==> config.mk <==
export PLATFORM = sky130hd
export DESIGN_NAME = address_pattern_match_flat
export DESIGN_NICKNAME = d
export VERILOG_FILES = /design/src/hw/rtl/apm_pkg.sv /design/src/hw/rtl/apm_in_if.sv /design/src/hw/rtl/apm_out_if.sv /design/src/hw/rtl/apm_datapath.sv /design/src/hw/rtl/apm_ctrl.sv /design/src/hw/rtl/address_pattern_match.sv /design/src/flat_wrapper.sv
export VERILOG_INCLUDE_DIRS = /design/src /design/src/hw/rtl
export SDC_FILE = /design/constraint.sdc
export NUM_CORES = 1
export LEC_CHECK = 0
export ABC_CLOCK_PERIOD_IN_PS = 9500
export BUFFER_PORTS_ARGS = -buffer_cell sky130_fd_sc_hd__buf_2
export CORE_MARGIN = 3
export CORE_UTILIZATION = 46
export CTS_CLUSTER_DIAMETER = 40
export CTS_CLUSTER_SIZE = 30
export DETAILED_ROUTE_END_ITERATION = 12
export PLACE_DENSITY = 0.7
export SYNTH_ARGS = -nofsm -noshare
export SYNTH_HDL_FRONTEND = slang
export SYNTH_SLANG_ARGS = --single-unit
==> constraint.sdc <==
create_clock -name clk -period 9.5 [get_ports clk]
set_input_delay 1.9 -clock clk [delete_from_list [all_inputs] [get_ports clk]]
set_output_delay 1.9 -clock clk [all_outputs]
set_load 0.05 [all_outputs]
==> src/hw/rtl/address_pattern_match_defines.svh <==
`ifndef ADDRESS_PATTERN_MATCH_DEFINES_SVH
`define ADDRESS_PATTERN_MATCH_DEFINES_SVH
// Assertion macros. Each expects clk and rst_n in the scope of its use.
`ifndef NO_ASSERTIONS
`define APM_ASSERT_IMM(label, ante, cons, msg) \
  label: assert property (@(posedge clk) disable iff (!rst_n) (ante) |-> (cons)) \
    else $error(msg);
`define APM_ASSERT_NXT(label, ante, cons, msg) \
  label: assert property (@(posedge clk) disable iff (!rst_n) (ante) |=> (cons)) \
    else $error(msg);
`else
`define APM_ASSERT_IMM(label, ante, cons, msg)
`define APM_ASSERT_NXT(label, ante, cons, msg)
`endif
`endif

==> src/hw/rtl/apm_pkg.sv <==
package apm_pkg;

  typedef logic [7:0] char_t;

  // Pattern syntax characters.
  localparam char_t CH_QUESTION = 8'h3F;
  localparam char_t CH_STAR     = 8'h2A;
  localparam char_t CH_LBRACKET = 8'h5B;
  localparam char_t CH_BANG     = 8'h21;
  localparam char_t CH_DASH     = 8'h2D;
  localparam char_t CH_RBRACKET = 8'h5D;
  localparam char_t CH_LBRACE   = 8'h7B;
  localparam char_t CH_COMMA    = 8'h2C;
  localparam char_t CH_RBRACE   = 8'h7D;

  typedef enum logic [3:0] {
    S_LOAD,
    S_START,
    S_STEP,
    S_STAR,
    S_SET_BANG,
    S_SET_FIRST,
    S_SET_SECOND,
    S_SET_LIST,
    S_RANGE_HI,
    S_RANGE_END,
    S_ALT,
    S_ALT_SKIP
  } apm_state_t;

  typedef enum logic [1:0] {
    I_HOLD,
    I_INC,
    I_START
  } apm_iop_t;

  typedef struct packed {
    logic     load;
    apm_iop_t i_op;
    logic     j_inc;
    logic     save_start;
    logic     save_lo;
    logic     save_hi;
    logic     set_clr;
    logic     set_neg;
    logic     hit_lo;
    logic     hit_p;
    logic     ok_set;
    logic     ok_clr;
    logic     res_push;
    logic     res_match;
    logic     res_ovf;
  } apm_cmd_t;

  typedef struct packed {
    logic p_is_q;
    logic p_is_star;
    logic p_is_lbr;
    logic p_is_bang;
    logic p_is_dash;
    logic p_is_rbr;
    logic p_is_lbrace;
    logic p_is_comma;
    logic p_is_rbrace;
    logic a_eq_p;
    logic lo_is_rbr;
    logic range_hit;
    logic i_lt_na;
    logic i_eq_na;
    logic j_lt_np;
    logic j_eq_np;
    logic j1_lt_np;
    logic negate;
    logic hit;
    logic ok;
    logic ovf;
    logic out_free;
  } apm_status_t;

endpackage

==> src/hw/rtl/apm_in_if.sv <==
interface apm_in_if;
  import apm_pkg::*;

  logic  valid;
  logic  ready;
  char_t addr_char;
  logic  addr_valid;
  char_t pat_char;
  logic  pat_valid;
  logic  last;

  modport source (
    output valid, addr_char, addr_valid, pat_char, pat_valid, last,
    input  ready
  );

  modport sink (
    input  valid, addr_char, addr_valid, pat_char, pat_valid, last,
    output ready
  );
endinterface

==> src/hw/rtl/apm_out_if.sv <==
interface apm_out_if;
  logic valid;
  logic ready;
  logic matched;
  logic overflow;

  modport source (
    output valid, matched, overflow,
    input  ready
  );

  modport sink (
    input  valid, matched, overflow,
    output ready
  );
endinterface

==> src/hw/rtl/apm_datapath.sv <==
module apm_datapath #(
  parameter int MAX_ADDRESS_LEN = 64,
  parameter int MAX_PATTERN_LEN = 64
) (
  input  logic                 clk,
  input  logic                 rst_n,
  input  apm_pkg::apm_cmd_t    cmd,
  output apm_pkg::apm_status_t stat,
  input  apm_pkg::char_t       addr_char,
  input  logic                 addr_valid,
  input  apm_pkg::char_t       pat_char,
  input  logic                 pat_valid,
  input  logic                 out_ready,
  output logic                 out_valid,
  output logic                 matched,
  output logic                 overflow
);
  import apm_pkg::*;

  localparam int AW  = $clog2(MAX_ADDRESS_LEN);
  localparam int PW  = $clog2(MAX_PATTERN_LEN);
  localparam int ALW = $clog2(MAX_ADDRESS_LEN + 1);
  localparam int PLW = $clog2(MAX_PATTERN_LEN + 1);

  char_t amem [MAX_ADDRESS_LEN];
  char_t pmem [MAX_PATTERN_LEN];

  logic [ALW-1:0] alen_r, i_r, i_nxt, start_r;
  logic [PLW-1:0] plen_r, j_r, j_nxt;
  logic [PLW:0]   j_plus1;
  char_t          a_rd_r, p_rd_r, lo_r, hi_r;
  logic           ovf_seen_r, negate_r, hit_r, ok_r;
  logic           out_valid_r, matched_r, overflow_r;
  logic           a_full, p_full;

  assign a_full = (alen_r == ALW'(MAX_ADDRESS_LEN));
  assign p_full = (plen_r == PLW'(MAX_PATTERN_LEN));

  // Walk pointers; the stores are read at the next pointer value so that the
  // registered read data lines up with the pointer registers.
  always_comb begin
    case (cmd.i_op)
      I_INC:   i_nxt = i_r + ALW'(1);
      I_START: i_nxt = start_r;
      default: i_nxt = i_r;
    endcase
    j_nxt = cmd.j_inc ? j_r + PLW'(1) : j_r;
    if (cmd.res_push) begin
      i_nxt = '0;
      j_nxt = '0;
    end
  end

  always_ff @(posedge clk) begin
    if (cmd.load && addr_valid && !a_full) begin
      amem[alen_r[AW-1:0]] <= addr_char;
    end
    a_rd_r <= amem[i_nxt[AW-1:0]];
  end

  always_ff @(posedge clk) begin
    if (cmd.load && pat_valid && !p_full) begin
      pmem[plen_r[PW-1:0]] <= pat_char;
    end
    p_rd_r <= pmem[j_nxt[PW-1:0]];
  end

  always_ff @(posedge clk) begin
    if (!rst_n) begin
      alen_r      <= '0;
      plen_r      <= '0;
      ovf_seen_r  <= 1'b0;
      i_r         <= '0;
      j_r         <= '0;
      out_valid_r <= 1'b0;
    end else begin
      i_r <= i_nxt;
      j_r <= j_nxt;
      if (cmd.load) begin
        if (addr_valid) begin
          if (a_full) ovf_seen_r <= 1'b1;
          else        alen_r     <= alen_r + ALW'(1);
        end
        if (pat_valid) begin
          if (p_full) ovf_seen_r <= 1'b1;
          else        plen_r     <= plen_r + PLW'(1);
        end
      end
      if (cmd.res_push) begin
        alen_r     <= '0;
        plen_r     <= '0;
        ovf_seen_r <= 1'b0;
      end
      if (cmd.res_push) begin
        out_valid_r <= 1'b1;
      end else if (out_ready) begin
        out_valid_r <= 1'b0;
      end
    end
  end

  always_ff @(posedge clk) begin
    if (cmd.res_push) begin
      matched_r  <= cmd.res_match;
      overflow_r <= cmd.res_ovf;
    end
    if (cmd.save_start) start_r <= i_r;
    if (cmd.save_lo)    lo_r    <= p_rd_r;
    if (cmd.save_hi)    hi_r    <= p_rd_r;
    if (cmd.set_clr) begin
      negate_r <= 1'b0;
      hit_r    <= 1'b0;
    end
    if (cmd.set_neg) negate_r <= 1'b1;
    if (cmd.hit_lo)  hit_r    <= hit_r | (a_rd_r == lo_r);
    if (cmd.hit_p)   hit_r    <= hit_r | (a_rd_r == p_rd_r);
    if (cmd.ok_set)  ok_r     <= 1'b1;
    if (cmd.ok_clr)  ok_r     <= 1'b0;
  end

  assign j_plus1 = {1'b0, j_r} + (PLW + 1)'(1);

  always_comb begin
    stat.p_is_q      = (p_rd_r == CH_QUESTION);
    stat.p_is_star   = (p_rd_r == CH_STAR);
    stat.p_is_lbr    = (p_rd_r == CH_LBRACKET);
    stat.p_is_bang   = (p_rd_r == CH_BANG);
    stat.p_is_dash   = (p_rd_r == CH_DASH);
    stat.p_is_rbr    = (p_rd_r == CH_RBRACKET);
    stat.p_is_lbrace = (p_rd_r == CH_LBRACE);
    stat.p_is_comma  = (p_rd_r == CH_COMMA);
    stat.p_is_rbrace = (p_rd_r == CH_RBRACE);
    stat.a_eq_p      = (a_rd_r == p_rd_r);
    stat.lo_is_rbr   = (lo_r == CH_RBRACKET);
    // Reversed bounds are swapped before the range test.
    if (lo_r <= hi_r) stat.range_hit = (a_rd_r >= lo_r) && (a_rd_r <= hi_r);
    else              stat.range_hit = (a_rd_r >= hi_r) && (a_rd_r <= lo_r);
    stat.i_lt_na  = (i_r < alen_r);
    stat.i_eq_na  = (i_r == alen_r);
    stat.j_lt_np  = (j_r < plen_r);
    stat.j_eq_np  = (j_r == plen_r);
    stat.j1_lt_np = (j_plus1 < {1'b0, plen_r});
    stat.negate   = negate_r;
    stat.hit      = hit_r;
    stat.ok       = ok_r;
    stat.ovf      = ovf_seen_r;
    stat.out_free = !out_valid_r || out_ready;
  end

  assign out_valid = out_valid_r;
  assign matched   = matched_r;
  assign overflow  = overflow_r;
endmodule

==> src/hw/rtl/apm_ctrl.sv <==
module apm_ctrl (
  input  logic                 clk,
  input  logic                 rst_n,
  input  logic                 in_valid,
  input  logic                 in_last,
  input  apm_pkg::apm_status_t stat,
  output logic                 in_ready,
  output apm_pkg::apm_cmd_t    cmd
);
  import apm_pkg::*;

  apm_state_t state_r, state_nxt, fin_state;

  always_ff @(posedge clk) begin
    if (!rst_n) begin
      state_r <= S_LOAD;
    end else begin
      state_r <= state_nxt;
    end
  end

  // A finishing state holds until the output register can take the result.
  assign fin_state = stat.out_free ? S_LOAD : state_r;

  always_comb begin
    state_nxt = state_r;
    case (state_r)
      S_LOAD: begin
        if (in_valid && in_last) state_nxt = S_START;
      end
      S_START: begin
        state_nxt = stat.ovf ? fin_state : S_STEP;
      end
      S_STEP: begin
        if (!(stat.i_lt_na && stat.j_lt_np)) state_nxt = fin_state;
        else if (stat.p_is_q)                state_nxt = S_STEP;
        else if (stat.p_is_star)             state_nxt = S_STAR;
        else if (stat.p_is_lbr)              state_nxt = S_SET_BANG;
        else if (stat.p_is_lbrace)           state_nxt = S_ALT;
        else if (!stat.a_eq_p)               state_nxt = fin_state;
      end
      S_STAR: begin
        if (!stat.j_lt_np || !stat.i_lt_na) state_nxt = fin_state;
        else if (stat.a_eq_p)               state_nxt = S_STEP;
      end
      S_SET_BANG: state_nxt = S_SET_FIRST;
      S_SET_FIRST: begin
        state_nxt = stat.j_lt_np ? S_SET_SECOND : fin_state;
      end
      S_SET_SECOND: begin
        if (stat.j_lt_np && stat.p_is_dash) state_nxt = S_RANGE_HI;
        else if (stat.lo_is_rbr)            state_nxt = stat.negate ? S_STEP : fin_state;
        else                                state_nxt = S_SET_LIST;
      end
      S_SET_LIST: begin
        if (!stat.j_lt_np) state_nxt = fin_state;
        else if (stat.p_is_rbr) begin
          state_nxt = (stat.hit == stat.negate) ? fin_state : S_STEP;
        end
      end
      S_RANGE_HI: begin
        state_nxt = stat.j1_lt_np ? S_RANGE_END : fin_state;
      end
      S_RANGE_END: begin
        if (!stat.p_is_rbr || (stat.range_hit == stat.negate)) state_nxt = fin_state;
        else                                                    state_nxt = S_STEP;
      end
      S_ALT: begin
        if (!stat.j_lt_np) state_nxt = fin_state;
        else if (stat.p_is_comma || stat.p_is_rbrace) begin
          if (stat.ok)               state_nxt = S_ALT_SKIP;
          else if (stat.p_is_rbrace) state_nxt = fin_state;
        end
      end
      S_ALT_SKIP: begin
        if (!stat.j_lt_np)       state_nxt = fin_state;
        else if (stat.p_is_rbrace) state_nxt = S_STEP;
      end
      default: state_nxt = S_LOAD;
    endcase
  end

  always_comb begin
    logic fin;
    logic fin_match;
    fin       = 1'b0;
    fin_match = 1'b0;
    cmd       = '0;
    cmd.i_op  = I_HOLD;
    in_ready  = 1'b0;
    case (state_r)
      S_LOAD: begin
        in_ready = 1'b1;
        cmd.load = in_valid;
      end
      S_START: begin
        fin = stat.ovf;
      end
      S_STEP: begin
        if (!(stat.i_lt_na && stat.j_lt_np)) begin
          fin       = 1'b1;
          fin_match = stat.i_eq_na && stat.j_eq_np;
        end else if (stat.p_is_q) begin
          cmd.i_op  = I_INC;
          cmd.j_inc = 1'b1;
        end else if (stat.p_is_star) begin
          cmd.j_inc = 1'b1;
        end else if (stat.p_is_lbr) begin
          cmd.j_inc   = 1'b1;
          cmd.set_clr = 1'b1;
        end else if (stat.p_is_lbrace) begin
          cmd.save_start = 1'b1;
          cmd.j_inc      = 1'b1;
          cmd.ok_set     = 1'b1;
        end else if (stat.a_eq_p) begin
          cmd.i_op  = I_INC;
          cmd.j_inc = 1'b1;
        end else begin
          fin = 1'b1;
        end
      end
      S_STAR: begin
        if (!stat.j_lt_np) begin
          fin       = 1'b1;
          fin_match = 1'b1;
        end else if (!stat.i_lt_na) begin
          fin = 1'b1;
        end else begin
          cmd.i_op  = I_INC;
          cmd.j_inc = stat.a_eq_p;
        end
      end
      S_SET_BANG: begin
        if (stat.j_lt_np && stat.p_is_bang) begin
          cmd.set_neg = 1'b1;
          cmd.j_inc   = 1'b1;
        end
      end
      S_SET_FIRST: begin
        if (!stat.j_lt_np) begin
          fin = 1'b1;
        end else begin
          cmd.save_lo = 1'b1;
          cmd.j_inc   = 1'b1;
        end
      end
      S_SET_SECOND: begin
        if (stat.j_lt_np && stat.p_is_dash) begin
          cmd.j_inc = 1'b1;
        end else if (stat.lo_is_rbr) begin
          // Empty set: only a negated one passes.
          if (stat.negate) cmd.i_op = I_INC;
          else             fin      = 1'b1;
        end else begin
          cmd.hit_lo = 1'b1;
        end
      end
      S_SET_LIST: begin
        if (!stat.j_lt_np) begin
          fin = 1'b1;
        end else if (stat.p_is_rbr) begin
          if (stat.hit == stat.negate) begin
            fin = 1'b1;
          end else begin
            cmd.i_op  = I_INC;
            cmd.j_inc = 1'b1;
          end
        end else begin
          cmd.hit_p = 1'b1;
          cmd.j_inc = 1'b1;
        end
      end
      S_RANGE_HI: begin
        if (!stat.j1_lt_np) begin
          fin = 1'b1;
        end else begin
          cmd.save_hi = 1'b1;
          cmd.j_inc   = 1'b1;
        end
      end
      S_RANGE_END: begin
        if (!stat.p_is_rbr || (stat.range_hit == stat.negate)) begin
          fin = 1'b1;
        end else begin
          cmd.i_op  = I_INC;
          cmd.j_inc = 1'b1;
        end
      end
      S_ALT: begin
        if (!stat.j_lt_np) begin
          fin = 1'b1;
        end else if (stat.p_is_comma || stat.p_is_rbrace) begin
          if (!stat.ok) begin
            if (stat.p_is_rbrace) begin
              fin = 1'b1;
            end else begin
              // Next alternative starts again from the saved address position.
              cmd.j_inc  = 1'b1;
              cmd.i_op   = I_START;
              cmd.ok_set = 1'b1;
            end
          end
        end else begin
          cmd.j_inc = 1'b1;
          if (stat.ok && stat.i_lt_na && stat.a_eq_p) cmd.i_op   = I_INC;
          else                                        cmd.ok_clr = 1'b1;
        end
      end
      S_ALT_SKIP: begin
        if (!stat.j_lt_np) fin       = 1'b1;
        else               cmd.j_inc = 1'b1;
      end
      default: begin
        cmd.i_op = I_HOLD;
      end
    endcase
    if (fin && stat.out_free) begin
      cmd.res_push  = 1'b1;
      cmd.res_ovf   = stat.ovf;
      cmd.res_match = fin_match && !stat.ovf;
      cmd.i_op      = I_HOLD;
      cmd.j_inc     = 1'b0;
    end
  end
endmodule

==> src/hw/rtl/address_pattern_match.sv <==
// Channel   Direction  Payload                                         Transfer when
// in_if     sink       addr_char, addr_valid, pat_char, pat_valid, last valid && ready
// out_if    source     matched, overflow                               valid && ready
//
// While loading, one input transfer is taken per cycle. After the transfer marked last, a
// settling state checks for overflow; an overflow goes straight to the write of the result,
// else the match walk follows and ends with the write of the result.
// Reset (rst_n, synchronous, active low) empties both stores and the result register.
// A stalled result holds in the output register; loading of the next strings carries on,
// and only the end of the next match waits for the register to drain.
`include "address_pattern_match_defines.svh"

module address_pattern_match #(
  parameter int MAX_ADDRESS_LEN = 64,
  parameter int MAX_PATTERN_LEN = 64
) (
  input  logic      clk,
  input  logic      rst_n,
  apm_in_if.sink    in_if,
  apm_out_if.source out_if
);
  import apm_pkg::*;

  apm_cmd_t    cmd;
  apm_status_t stat;

  // The controller sequences the match walk; it sees only decoded flags from the
  // datapath and never the characters themselves.
  apm_ctrl u_ctrl (
    .clk      (clk),
    .rst_n    (rst_n),
    .in_valid (in_if.valid),
    .in_last  (in_if.last),
    .stat     (stat),
    .in_ready (in_if.ready),
    .cmd      (cmd)
  );

  // The datapath holds both stores, their lengths, the walk pointers, the set and
  // alternative flags, and the output register.
  apm_datapath #(
    .MAX_ADDRESS_LEN (MAX_ADDRESS_LEN),
    .MAX_PATTERN_LEN (MAX_PATTERN_LEN)
  ) u_datapath (
    .clk        (clk),
    .rst_n      (rst_n),
    .cmd        (cmd),
    .stat       (stat),
    .addr_char  (in_if.addr_char),
    .addr_valid (in_if.addr_valid),
    .pat_char   (in_if.pat_char),
    .pat_valid  (in_if.pat_valid),
    .out_ready  (out_if.ready),
    .out_valid  (out_if.valid),
    .matched    (out_if.matched),
    .overflow   (out_if.overflow)
  );

  // A result is only ever written into a free output register.
  `APM_ASSERT_IMM(a_push_into_free, cmd.res_push, stat.out_free, "result pushed over a pending one")
  // An overflowed string pair never reports a match.
  `APM_ASSERT_IMM(a_ovf_no_match, cmd.res_push && cmd.res_ovf, !cmd.res_match, "match with overflow")
  // After a result the block is back to loading with the result on offer.
  `APM_ASSERT_NXT(a_push_reload, cmd.res_push, in_if.ready && out_if.valid, "no return to loading")
endmodule

==> src/flat_wrapper.sv <==
// flat-port wrapper written by rule: the top's interface ports become plain ports
module address_pattern_match_flat import apm_pkg::*;
#(
  parameter int MAX_ADDRESS_LEN = 64,
  parameter int MAX_PATTERN_LEN = 64
)
  (clk, rst_n, in_if_valid, in_if_addr_char, in_if_addr_valid, in_if_pat_char, in_if_pat_valid, in_if_last, in_if_ready, out_if_valid, out_if_matched, out_if_overflow, out_if_ready);
  apm_in_if in_if_i ();
  apm_out_if out_if_i ();
  input  logic clk;
  input  logic rst_n;
  input wire logic [$bits(in_if_i.valid)-1:0] in_if_valid;
  input wire logic [$bits(in_if_i.addr_char)-1:0] in_if_addr_char;
  input wire logic [$bits(in_if_i.addr_valid)-1:0] in_if_addr_valid;
  input wire logic [$bits(in_if_i.pat_char)-1:0] in_if_pat_char;
  input wire logic [$bits(in_if_i.pat_valid)-1:0] in_if_pat_valid;
  input wire logic [$bits(in_if_i.last)-1:0] in_if_last;
  output wire logic [$bits(in_if_i.ready)-1:0] in_if_ready;
  output wire logic [$bits(out_if_i.valid)-1:0] out_if_valid;
  output wire logic [$bits(out_if_i.matched)-1:0] out_if_matched;
  output wire logic [$bits(out_if_i.overflow)-1:0] out_if_overflow;
  input wire logic [$bits(out_if_i.ready)-1:0] out_if_ready;
  assign in_if_i.valid = in_if_valid;
  assign in_if_i.addr_char = in_if_addr_char;
  assign in_if_i.addr_valid = in_if_addr_valid;
  assign in_if_i.pat_char = in_if_pat_char;
  assign in_if_i.pat_valid = in_if_pat_valid;
  assign in_if_i.last = in_if_last;
  assign in_if_ready = in_if_i.ready;
  assign out_if_valid = out_if_i.valid;
  assign out_if_matched = out_if_i.matched;
  assign out_if_overflow = out_if_i.overflow;
  assign out_if_i.ready = out_if_ready;
  address_pattern_match #(.MAX_ADDRESS_LEN(MAX_ADDRESS_LEN), .MAX_PATTERN_LEN(MAX_PATTERN_LEN)) u_core (.clk(clk), .rst_n(rst_n), .in_if(in_if_i), .out_if(out_if_i));
endmodule
==> summary.md <==
| Metric | Value |
|---|---|
| Final cell count without fillers | 4832 |
| CTS sink cnt | 1102 |
| Async SR Flop Fraction | 0 |
| Sequential Area | 32600 um2 |
| Root buf cell | clkbuf_16 |
| Hold wc startpoint | u_core.u_datapath.i_r[0] |
| Core footprint | 98600 um2 |
| Core Rows | 115 |
| DP Wirelength | 78000 um |
| Hold depth | 0 |
| Detailed Routing Iterations Pass 1 | 5 |
| Yosys warnings | 0 |
| Die Area | 103000 um2 |
| Initial antenna violation count | 2 |
| # fillers | 7973 |
| First-pass GRT wire length | 189000 um |
| Peak Freq | 143 MHz |
| Reg-to-Reg Start | u_core.u_datapath.alen_r[4] |
| Largest stage delay, worst path | 930 ps |
| Overall routing resource usage | 0.243 |
| Worst-Margin Slew | 1380 ps |
| Hold Path Class | reg -> reg |
| CTS tree | built |
| RSZ-0062 raised after global routing | false |
| Area of placed instances | 47300 um2 |
| Critical-path cell list | inv_1 -> ha_1 -> and3_1 -> a221o_1 -> a31oi_1 -> o311ai_1 -> a221o_1 -> nor4b_2 -> a21o_2 -> buf_4 -> inv_4 -> nor2_4 -> buf_4 -> nand2_1 -> o22ai_1 -> nor3_1 -> a211oi_1 -> a22o_1 |
| Clk buf depth | 3 |
| Die width | 322 um |
| Crit path launch | u_core.u_datapath.alen_r[4] |
| DRT Wirelength | 128000 um |
| CP Launch Type | flop |
| Initial Util | 0.465 |
| Seq/Total Area, Yosys | 0.711 |
| Layout cells sized above 1 | 0.100 |
| H-tree depth | 3 |
| Diodes inserted | 0 |
| Synth Register Bits | 1102 |
| Area of the multi-input gates | 12300 um2 |
| Setup crit end kind | flop |
| MaxCap Viol Count | 0 |
| Most used DFF post-synth | edfxtp_1 |
| Post-synth net total | 3506 |
| Clock slew at reported path FFs | 70 ps |
| Largest net degree at the start of global routing | 121 |
| Logic pwr share | 0.029 |
| Worst EP required | 10150 ps |
| Layout Nets | 3519 |
| Critical path peak fanout | 36 |
| NetSw | 0.00236 W |
| Power Dens Cells | 203 nW/um2 |
| Syn Std Cell Area | 45800 um2 |
| Min Tclk post-route | 7010 ps |
| Final Hold Fails | 0 |
| Slew Viols, Final | 0 |
| VDD IR max | 0.153 mV |
| Drt initial violations | 4790 |
| Placed insts | 4610 |
| Worst setup path category | reg -> reg |
| Final cycle utilization of the critical path | 0.738 |
| Switching share of power | 0.226 |
| Tot Pwr | 0.0105 W |
| Postcts setup bufs | 0 |
| Die Height | 322 um |
| Per-cell routed wire length | 26.5 um |
| Via Count | 30.5k |
| Syn-to-layout area delta | 12.4% |
| Status | finished clean |
| # resized after CTS | 0 |
| Post-route DRC | 0 |
| Total gr overflow | 0 |
| Post-CTS Hold Fix Bufs | 0 |
| Setup violations, final | 0 |
| Reg2reg path depth | 18 |
| Vias per inst | 6.31 |
| Post-synth EDFFs | 1050 |
| Clk_lat worst skew | 740 ps |
| Post-synthesis cell type count | 89 |
| CTS buffer count | 118 |
| Post-route cell area | 51500 um2 |
| Post-Syn Area per Cell | 13.4 um2 |
| CP max stage cell | nand2_1 |
| IO buf count | 26 |
| # IOs | 27 |
| Clk network pwr share | 0.458 |
| Sequential cell fraction of total power | 0.513 |
| DRT antenna net count | 0 |
| Total internal power | 0.00810 W |
| Critical Path AT | 7660 ps |
| Vias in the first global route | 29.2k |
| Sum Neg Setup Slack | 0 ps |
| Clock skew | 62.6 ps |
| GP Congestion | 0.945 |
| Slew headroom | 0.0757 |
| Synthesized instance count | 3430 |
| Static Leak | 17.5 nW |
-- per-layer routing --
| layer | vias to the layer above | track usage | share of wire |
|---|---|---|---|
| li1 | 13200 | - | - |
| met1 | 15000 | 0.333 | 0.39 |
| met2 | 2014 | 0.379 | 0.46 |
| met3 | 292 | 0.0605 | 0.12 |
| met4 | 0 | 0.0844 | 0.034 |
| met5 | - | 0 | 0 |
-- registers in the layout (all words and copies together), names as in the netlist --
name	cells
u_core.u_datapath.start_r	7
u_core.u_datapath.negate_r	1
u_core.u_datapath.a_rd_r	8
u_core.u_datapath.plen_r	7
u_core.u_datapath.overflow	1
u_core.u_datapath.alen_r	7
u_core.u_datapath.ovf_seen_r	1
u_core.u_datapath.matched	1
u_core.u_ctrl.state_r	4
u_core.u_datapath.j_r	7
u_core.u_datapath.amem	512
u_core.u_datapath.lo_r	8
u_core.u_datapath.out_valid	1
u_core.u_datapath.hit_r	1
u_core.u_datapath.p_rd_r	8
u_core.u_datapath.pmem	512
u_core.u_datapath.hi_r	8
u_core.u_datapath.ok_r	1
u_core.u_datapath.i_r	7
-- cell usage after synthesis (all sizes together) (23+ instances only) --
cell type	count	area (um2)
ha	53	663
a31oi	71	444
nand3	130	656
dfxtp	52	1040
a21oi	140	712
nand4	33	206
xnor2	27	236
clkbuf	131	492
mux2i	123	1230
inv	56	213
o221ai	60	526
nor2	259	1000
buf	66	337
nor3	57	290
edfxtp	1050	31500
nand2	560	2100
a22oi	24	180
o21ai	138	694
o211ai	23	173
o22ai	67	419
a32oi	26	228
a211oi	28	210
-- path summary, 6_finish.rpt --
path | end | slack, ps
setup / recovery | u_core.u_datapath.a_rd_r[0] | 2490
hold reg to reg | u_core.u_datapath.start_r[0] | 520
hold / removal | u_core.u_datapath.start_r[0] | 520
setup reg to reg | u_core.u_datapath.a_rd_r[0] | 2490
-- worst max-delay path, delay by kind of cell, from the launching register on --
family | cells | cell delay [ps]
AO/OA/AOI/OAI | 8 | 2880
adder cells (fa/ha/maj) | 1 | 310
buffers and inverters | 4 | 1410
flip-flops | 1 | 510
AND/OR/NAND/NOR | 5 | 1770
-- power by group through the flow --
stage | sequential, W | combinational (W) | clock [W]
floorplan | 0.00546 | 0.000140 | 0
global placement | 0.00547 | 0.000296 | 0
detailed placement | 0.00547 | 0.000299 | 0
CTS | 0.00537 | 0.000300 | 0.00482
global route | 0.00537 | 0.000323 | 0.00501
finish | 0.00537 | 0.000306 | 0.00479
-- cell families (layout without fill, tap and decap cells) --
kind of cell / Yosys count / count (layout) / share of synthesized area
flip-flops: 1102 / 1102 / 0.711
buffers and inverters: 254 / 369 / 0.0228
AND/OR/NAND/NOR: 1141 / 1141 / 0.109
AO/OA/AOI/OAI: 707 / 707 / 0.103
multiplexers: 140 / 140 / 0.0333
XOR/XNOR: 33 / 33 / 0.00631
adder cells (fa/ha/maj): 53 / 53 / 0.0145
-- through the flow --
step           hold WS [ps]  utilization  setup WS, ps
3_5_place_dp            510        0.480          2610
3_3_place_gp            496        0.480          2730
4_1_cts                 524        0.522          2590
5_1_grt                 541        0.522          2170
6_report                524        0.522          2490
2_1_floorplan           420            -          4260
-- layout make-up --
class | instances | area share
well taps | 1287 | 0.0313
flip-flops and latches | 1102 | 0.633
multi-input cells | 2074 | 0.239
clock inverters | 90 | 0.0216
inverters | 57 | 0.00421
clock buffers | 132 | 0.0592
repair buffers | 90 | 0.0124
-- layout by cell type, fill, tap and decap left out, drive strengths merged, types with 24 or more instances in the layout --
| cell type | count |
|---|---|
| nor2 | 259 |
| a22oi | 24 |
| o221ai | 60 |
| nor3 | 57 |
| ha | 53 |
| nand4 | 33 |
| clkbuf | 132 |
| mux2i | 123 |
| nand3 | 130 |
| buf | 90 |
| o22ai | 67 |
| inv | 88 |
| a21oi | 140 |
| edfxtp | 1050 |
| a31oi | 71 |
| nand2 | 560 |
| clkinv | 36 |
| dfxtp | 52 |
| a32oi | 26 |
| a211oi | 28 |
| o21ai | 138 |
| xnor2 | 27 |
No activity file was read; power rests on OpenSTA's default activity.
